--- config.mk ---
export PLATFORM = sky130hd
export DESIGN_NAME = ssa_front
export DESIGN_NICKNAME = d
export VERILOG_FILES = /design/src/sv/ssa_pkg.sv /design/src/sv/ssa_front.sv
export SDC_FILE = /design/constraint.sdc
export NUM_CORES = 2
export LEC_CHECK = 0
export BUFFER_PORTS_ARGS = -buffer_cell sky130_fd_sc_hd__buf_2
export CAP_MARGIN = 20
export CORE_UTILIZATION = 56
export DETAILED_ROUTE_END_ITERATION = 10
export PLACE_DENSITY = 0.74
export SYNTH_ARGS = -nofsm -noshare
export SYNTH_HDL_FRONTEND = slang
export SYNTH_SLANG_ARGS = --single-unit
--- constraint.sdc ---
create_clock -name clk_i -period 9.7 [get_ports clk_i]
set_clock_uncertainty 0.2 [all_clocks]
set_input_delay 1.94 -clock clk_i [delete_from_list [all_inputs] [get_ports clk_i]]
set_output_delay 1.94 -clock clk_i [all_outputs]
set_load 0.05 [all_outputs]
--- src/sv/ssa_pkg.sv ---
// Shared types, constants and helper functions of the scaled sigmoid activation.
package ssa_pkg;

  localparam int unsigned WORD_W = 48;
  localparam int unsigned FRAC_W = 16;
  localparam int unsigned Q_W    = 32;
  localparam int unsigned TERMS  = 12;

  // ln 2 and ln 1e24 in Q.31, argument cap of 64.0 in Q.31
  localparam logic [30:0] LN2_Q31  = 31'd1488522236;
  localparam logic [37:0] TAIL_Q31 = 38'd118674332048;
  localparam logic [37:0] XCAP_Q31 = 38'd137438953472;
  // floor(2^63 / LN2_Q31): reciprocal for the range reduction
  localparam logic [32:0] INV_LN2  = 33'((64'd1 << 63) / 64'd1488522236);

  localparam logic [47:0] RECT_CAP = 48'd65536000000;
  localparam logic [47:0] ONE_Q16  = 48'd65536;
  localparam logic [47:0] HALF_Q16 = 48'd32768;
  localparam logic [47:0] POS_MAX  = 48'h7FFF_FFFF_FFFF;
  localparam logic [47:0] NEG_MAX  = 48'h8000_0000_0000;

  localparam logic [46:0] SPAN_B_RST  = 47'd65536;
  localparam logic [47:0] SLOPE_C_RST = 48'hFFFF_FFFC_0000;

  typedef enum logic [1:0] {
    CFG_RECT    = 2'd0,
    CFG_FLOOR_A = 2'd1,
    CFG_SPAN_B  = 2'd2,
    CFG_SLOPE_C = 2'd3
  } ssa_cfg_idx_e;

  typedef struct packed {
    logic        rect;
    logic [47:0] floor_a;
    logic [46:0] span_b;
    logic [47:0] slope_c;
  } ssa_cfg_t;

  // per-transaction control that rides along the pipeline
  typedef struct packed {
    logic        func;
    logic        xneg;
    logic        byp;
    logic        byp_clamp;
    logic [47:0] byp_res;
  } ssa_side_t;

  // one stage of the Taylor series
  typedef struct packed {
    ssa_side_t   side;
    logic [30:0] r;
    logic [6:0]  n;
    logic [31:0] sum;
    logic [31:0] term;
  } ssa_tay_t;

  function automatic logic [47:0] mag48(input logic [47:0] v);
    return v[47] ? 48'(-v) : v;
  endfunction

  // a + p, saturated to the signed word range (p is never negative)
  function automatic logic [47:0] sat_add(input logic [47:0] a, input logic [46:0] p);
    logic [49:0] s;
    s = {{2{a[47]}}, a} + {3'b000, p};
    if (!s[49] && (s[48] || s[47])) return POS_MAX;
    return s[47:0];
  endfunction

endpackage

--- src/sv/ssa_front.sv ---
// Front end: rectifier result, c*u product, tail test and ln2 range reduction.
module ssa_front (
  input  logic                 clk_i,
  input  logic                 rst_ni,
  input  logic                 en_i,
  input  logic                 in_valid_i,
  input  logic [47:0]          u_i,
  input  logic                 func_i,
  input  ssa_pkg::ssa_cfg_t    cfg_i,
  output logic                 valid_o,
  output ssa_pkg::ssa_side_t   side_o,
  output logic [30:0]          r_o,
  output logic [6:0]           n_o
);

  // stage A: magnitudes, operand narrowing, rectifier result
  logic [47:0] umag, cmag, rect_v, rect_d, rect_p;
  logic        uneg, c_mid, u_mid, cap, rect_hit;
  logic [18:0] op_n;
  logic [37:0] op_w;
  ssa_pkg::ssa_side_t side_a;

  always_comb begin
    umag   = ssa_pkg::mag48(u_i);
    cmag   = ssa_pkg::mag48(cfg_i.slope_c);
    uneg   = u_i[47];
    c_mid  = |cmag[47:19];
    u_mid  = |umag[47:19];
    cap    = ((|cmag[47:38]) && (umag != '0)) || ((|umag[47:38]) && (cmag != '0)) ||
             (c_mid && u_mid);
    op_n   = c_mid ? umag[18:0] : cmag[18:0];
    op_w   = c_mid ? cmag[37:0] : umag[37:0];
    rect_hit = !uneg && (umag >= ssa_pkg::RECT_CAP);
    rect_p = uneg ? '0 : (rect_hit ? ssa_pkg::RECT_CAP : umag);
    rect_v = ssa_pkg::sat_add(cfg_i.floor_a, rect_p[46:0]);
    rect_d = uneg ? '0 : ((u_i == '0) ? ssa_pkg::HALF_Q16 : ssa_pkg::ONE_Q16);
    side_a.func      = func_i;
    side_a.xneg      = 1'b0;
    side_a.byp       = cfg_i.rect;
    side_a.byp_clamp = cfg_i.rect && !func_i && rect_hit;
    side_a.byp_res   = func_i ? rect_d : rect_v;
  end

  logic va_q, vb_q, vc_q, vd_q, ve_q;
  ssa_pkg::ssa_side_t side_a_q, side_b_q, side_c_q, side_d_q, side_e_q;
  logic [18:0] op_n_a_q;
  logic [37:0] op_w_a_q;
  logic        cap_a_q, uneg_a_q;

  always_ff @(posedge clk_i or negedge rst_ni) begin
    if (!rst_ni) begin
      va_q <= 1'b0;
      vb_q <= 1'b0;
      vc_q <= 1'b0;
      vd_q <= 1'b0;
      ve_q <= 1'b0;
    end else if (en_i) begin
      va_q <= in_valid_i;
      vb_q <= va_q;
      vc_q <= vb_q;
      vd_q <= vc_q;
      ve_q <= vd_q;
    end
  end

  always_ff @(posedge clk_i) begin
    if (en_i) begin
      side_a_q <= side_a;
      op_n_a_q <= op_n;
      op_w_a_q <= op_w;
      cap_a_q  <= cap;
      uneg_a_q <= uneg;
    end
  end

  // stage B: x = |c*u| >> FRAC_W, capped at 64.0, as Q.31; sigmoid tail
  logic [56:0] prod_b;
  logic [37:0] y_b, y_b_q;
  logic        xneg_b, tail_b;
  ssa_pkg::ssa_side_t side_b;

  always_comb begin
    prod_b = op_n_a_q * op_w_a_q;
    y_b    = (cap_a_q || (|prod_b[56:38])) ? ssa_pkg::XCAP_Q31 :
             {1'b0, prod_b[37:16], 15'b0};
    xneg_b = (cfg_i.slope_c[47] != uneg_a_q) && (y_b != '0);
    tail_b = !xneg_b && (y_b >= ssa_pkg::TAIL_Q31);
    side_b = side_a_q;
    side_b.xneg = xneg_b;
    if (!side_a_q.byp && tail_b) begin
      side_b.byp       = 1'b1;
      side_b.byp_clamp = 1'b1;
      side_b.byp_res   = side_a_q.func ? '0 : cfg_i.floor_a;
    end
  end

  always_ff @(posedge clk_i) begin
    if (en_i) begin
      side_b_q <= side_b;
      y_b_q    <= y_b;
    end
  end

  // stage C: estimate n = floor(y / ln2), low by at most one
  logic [54:0] nm_c;
  logic [37:0] y_c_q;
  logic [6:0]  n_c_q;

  assign nm_c = y_b_q[37:16] * ssa_pkg::INV_LN2;

  always_ff @(posedge clk_i) begin
    if (en_i) begin
      side_c_q <= side_b_q;
      y_c_q    <= y_b_q;
      n_c_q    <= nm_c[53:47];
    end
  end

  // stage D: n * ln2
  logic [37:0] y_d_q, pn_d_q;
  logic [6:0]  n_d_q;

  always_ff @(posedge clk_i) begin
    if (en_i) begin
      side_d_q <= side_c_q;
      y_d_q    <= y_c_q;
      n_d_q    <= n_c_q;
      pn_d_q   <= n_c_q * ssa_pkg::LN2_Q31;
    end
  end

  // stage E: remainder and one correction step
  logic [37:0] r0_e, r1_e;
  logic        fix_e;
  logic [30:0] r_e_q;
  logic [6:0]  n_e_q;

  always_comb begin
    r0_e  = y_d_q - pn_d_q;
    fix_e = r0_e >= {7'b0, ssa_pkg::LN2_Q31};
    r1_e  = fix_e ? (r0_e - {7'b0, ssa_pkg::LN2_Q31}) : r0_e;
  end

  always_ff @(posedge clk_i) begin
    if (en_i) begin
      side_e_q <= side_d_q;
      r_e_q    <= r1_e[30:0];
      n_e_q    <= n_d_q + 7'(fix_e);
    end
  end

  assign valid_o = ve_q;
  assign side_o  = side_e_q;
  assign r_o     = r_e_q;
  assign n_o     = n_e_q;

endmodule

; ---- After elaboration in Yosys (flattened, before gate mapping)
; Index checks and enable logic that the tools add are counted.
[word_totals]
ff_bits = 525
in_bits = 197
out_inout_bits = 91
elab_cells = 98
[op_classes]
n_addsub = 6
mul = 3
n_lt_le_gt_ge = 3
n_eq_ne = 1
mux = 16
reduce_logical = 28
[ops]
columns = cell, count
row1 = two-way mux 48 bit, 7
row2 = negator 48 bit, 2
row3 = nonzero test 48 bit, 2
row4 = two-way mux 47 bit, 2
row5 = two-way mux 38 bit, 2
row6 = OR reduction 29 bit, 2
row7 = multiplier 19 x 38 -> 57 bit, 1
row8 = multiplier 22 x 32 -> 53 bit (second input constant), 1
row9 = adder 48 x 48 -> 49 bit, 1
row10 = greater-or-equal comparator 48 x 36 -> 1 bit (second input constant), 1
row11 = logical NOT 48 bit, 1
row12 = greater-or-equal comparator 38 x 31 -> 1 bit (second input constant), 1
row13 = greater-or-equal comparator 38 x 37 -> 1 bit (second input constant), 1
row14 = nonzero test 38 bit, 1
row15 = subtractor 38 bit, 1
row16 = multiplier 7 x 29 -> 36 bit (second input constant), 1
row17 = two-way mux 17 bit, 2
row18 = two-way mux 31 bit, 1
row19 = subtractor 31 bit (second input constant), 1
row20 = OR reduction 10 bit, 2
row21 = two-way mux 19 bit, 1
row22 = OR reduction 19 bit, 1
row23 = logical AND 1 bit, 10
row24 = adder 7 x 1 -> 7 bit, 1
row25 = other kinds (4), 11

; ---- Logic depth before layout (Yosys ltp)
[depth]
depth_word = 12
mapped_depth = 32

; ---- Worst setup path before layout
; Ideal clock, no wire load.
[synth_timing]
path_kind = input to register
startpoint = input port u_i[20]
endpoint = register side_a_q[15] (netlist bit) (data pin)
setup_ns = 0.275
arrival_time_ns = 9.140
required_ns = 9.225
path_slack_ns = 0.085
path_stages = 28
cell_sequence = or4_1 > nor4_1 > nand2_1 > or4_1 > nor3_1 > xnor2_1 > o22ai_1 > nand4b_1 > or2_2 > a31oi_1 > nor2b_1 > clkbuf_1 > and2_1 > ha_1 > nor2b_1 > o31a_1 > o41a_1 > nor3_1 > o31ai_1 > a21oi_1 > o31ai_1 > o311ai_0 > a2111oi_0 > o21ai_0 > a311o_1 > clkbuf_1 > clkbuf_1 > o211ai_1
[synth_rtl]
columns = item, line
row1 = from (decl), ssa_front.sv:7  ; input logic [47:0] u_i,
row2 = to (signal assigned), ssa_front.sv:68  ; side_a_q <= side_a;
row3 = to (decl), ssa_front.sv:45  ; ssa_pkg::ssa_side_t side_a_q, side_b_q, side_c_q, side_d_q, side_e_q;

==> metrics <==
status finished with violations; failing checks DRC; min cycle time layout a little over 9 ns; Setup crit end kind flip-flop; first-pass GRT wire length 240000 um; final setup fails 0; # IOs 288; CTS Hold Bufs 0; critical path arrival 9.54 ns; core area 0.1056 mm^2; Final Hold Fails 0; post-DR vias/cell 5.638; critical-path maximum fanout 13; Worst-Margin Slew about 1.2 ns; Die H 328.9 um; Clk pin slew, worst setup/hold paths 0.07 ns; dpl hpwl 119600 um; Synth-to-Final Area Change 8.674%; ys flop type edfxtp_1; Die ar. around 0.11 mm^2; vias in the first global route 44230; First-pass DRT Iterations 10; Final Net Count ~7800; Sink Count 476; Async SR Flop Fraction approximately 1.1%; maximum root-to-sink buffer count 3; grt total ovfl 0; YS warnings 0; fmax 0.1075 GHz; root buffer cell clkbuf_16; RSZ-0062 raised after global routing no; Starting Density 56.68%; Slew Limit Headroom 22.12%; final worst-path cycle share 95.93%; port bufs 238; die width 328.9 um; vias ~43000; Placer Congestion 0.9853; critical setup path kind flip-flop to flip-flop; Mean Syn Cell Area between 10 and 15 um^2; EDFF count, synth about 470; Total GRT Usage 28.65%; Data required, critical path roughly 9.9 ns; CTS buffer count between 50 and 60; Clk Latency, worst-skew pair 0.68 ns; CP startpoint kind flip-flop; Final ANT Viol Nets 0; Mapped Cells 5883; initial DRC count 3006; placed inst area 0.06313 mm^2; DRC errors left 24; sequential share of the synthesized area 23.85%; CTS tree done; initial antenna violation count 13; FF+latch count, synth between 400 and 500; cell area after layout 0.06502 mm^2; Distinct cells, synth 91; largest net degree at the start of global routing 165; Core Rows 119; layout cell share with drive strength beyond 1 8.107%; Post-Syn Area between 0.05 and 0.06 mm^2; Worst Hold Class flip-flop to flip-flop; DR WL/cell 20.07 um; Max Cap Viol 0; Total Routed Length approximately 150000 um; max-slew violations 0; H-tree levels 2
placed cells by master (no fill, tap or decap), drive strengths merged, types with 17 or more instances in the layout:
| cell type | count |
|---|---|
| buf | 379 |
| and3 | 22 |
| or3 | 28 |
| or4 | 30 |
| and2 | 441 |
| a211oi | 22 |
| nand4 | 47 |
| inv | 1203 |
| o41ai | 17 |
| a22o | 50 |
| o21ai | 198 |
| clkinv | 22 |
| nand2b | 23 |
| mux2i | 50 |
| nor3 | 51 |
| nor4 | 27 |
| o211ai | 17 |
| edfxtp | 471 |
| o21bai | 24 |
| nor2b | 40 |
| o21a | 31 |
| nor2 | 131 |
| nand2 | 509 |
| fa | 889 |
| ha | 558 |
| a21o | 63 |
| nand3 | 62 |
| xnor2 | 127 |
| clkbuf | 60 |
| o31ai | 34 |
| xor2 | 117 |
| a21oi | 197 |
cell families after synthesis:
group	synth area share [%]
AOI/OAI and AO/OA	8.509
xor gates and xnor gates	3.572
adders and majority gates	41.41
buffers and inverters	8.986
DFF	23.85
muxes	0.9870
other	0.006267
and+or+nand+nor	12.68
through the flow:
stage / TNS [ns] / hold WS, ns / worst slack (ns) / cells / util (%)
2_1_floorplan: 0 / 0.2003 / 0.08537 / 5895 / -
3_3_place_gp: 0 / 0.2002 / 0.01391 / 7443 / 59.80
3_5_place_dp: -2.323 / 0.2045 / -0.1016 / 7443 / 59.80
4_1_cts: 0 / 0.1747 / 0.3990 / 7540 / 61.53
5_1_grt: 0 / 0.1767 / 0.04020 / 7555 / 61.59
6_report: 0 / 0.1873 / 0.3944 / 7556 / 61.60
state kept, by name (all words and copies together) (netlist names), 19 cells and up:
| name | cells |
|---|---|
| y_b_q | 23 |
| side_c_q | 52 |
| side_b_q | 52 |
| r_o | 29 |
| op_n_a_q | 19 |
| pn_d_q | 35 |
| side_o | 52 |
| y_d_q | 23 |
| side_a_q | 51 |
| side_d_q | 52 |
| y_c_q | 23 |
| op_w_a_q | 38 |
final cells by class:
class / instances / area, um^2
well taps: 1391 / 1740
clock inverters: 37 / 488.0
clock buffers: 60 / 1331
inverters: 1199 / 4501
diodes: 10 / 25.02
multi-input cells: 4004 / 40240
flip-flops and latches: 476 / 14270
repair buffers: 379 / 2426
fillers: 8611 / 40540
final timing paths:
| kind | cells after the start | end | slack (ns) | from |
|---|---|---|---|---|
| min in group asynchronous | 1 | vb_q | 0.86 | rst_ni |
| max | 27 | side_b_q[39] | 0.39 | op_n_a_q[1] |
| max reg2reg | 27 | side_b_q[39] | 0.39 | op_n_a_q[1] |
| max in group asynchronous | 1 | vc_q | 8.31 | rst_ni |
| min reg2reg | 0 | side_d_q[1] | 0.19 | side_c_q[1] |
| min | 0 | side_d_q[1] | 0.19 | side_c_q[1] |
worst max-delay path, stage by stage, from the launching register on:
cell and delay [ns]:
edfxtp_1 0.77, buf_6 0.34, and2_1 0.17, fa_1 0.46, fa_1 0.55, inv_1 0.05, fa_1 0.47, inv_1 0.05
fa_1 0.49, inv_1 0.06, fa_1 0.52, inv_1 0.05, fa_1 0.45, ha_1 0.34, nand2_1 0.12, o31a_1 0.31
a211o_1 0.32, and3_1 0.26, o21ai_0 0.49, a2bb2o_1 0.35, a2111oi_0 0.44, nand4_1 0.13, or4_1 0.59, a211oi_1 0.26
buf_4 0.22, nor4_2 0.11, buf_4 0.28, a22o_1 0.20
what timing repair did:
item | in CTS | in global routing
buffers inserted | 0 | 6
resized for setup | 0 | 1
setup endpoints to repair | 0 | 53
synthesized netlist by cell type (28+ instances only):
cell / n / share of area (%)
o31ai_1: 34 / 0.43
a21oi_1: 197 / 1.6
clkbuf_1: 200 / 1.3
nand4_1: 47 / 0.49
xnor2_1: 127 / 1.9
edfxtp_1: 471 / 24
nor3_1: 50 / 0.42
nand3_1: 62 / 0.52
a21o_1: 63 / 0.79
a22o_1: 50 / 0.73
nand2_1: 509 / 3.2
nor2b_1: 40 / 0.42
ha_1: 558 / 12
mux2i_1: 50 / 0.84
xor2_1: 117 / 1.7
nor2_1: 131 / 0.82
and2_1: 440 / 4.6
fa_1: 889 / 30
o21ai_0: 196 / 1.6
or3_1: 28 / 0.29
o21a_1: 31 / 0.39
inv_1: 1199 / 7.5
or4_1: 28 / 0.35
per-layer routing:
metal | wire length, um | global-route usage (%) | up-vias
li1 | - | - | 19490
met5 | 25 | 0 | -
met4 | 6820 | 11.60 | 4
met2 | 72000 | 47.26 | 1657
met3 | 11550 | 5.482 | 336
met1 | 61260 | 37.18 | 21110
Power is left out: the tool's default activity adds up to more than one toggle a clock period on the data nets, which glitch-free logic cannot reach.
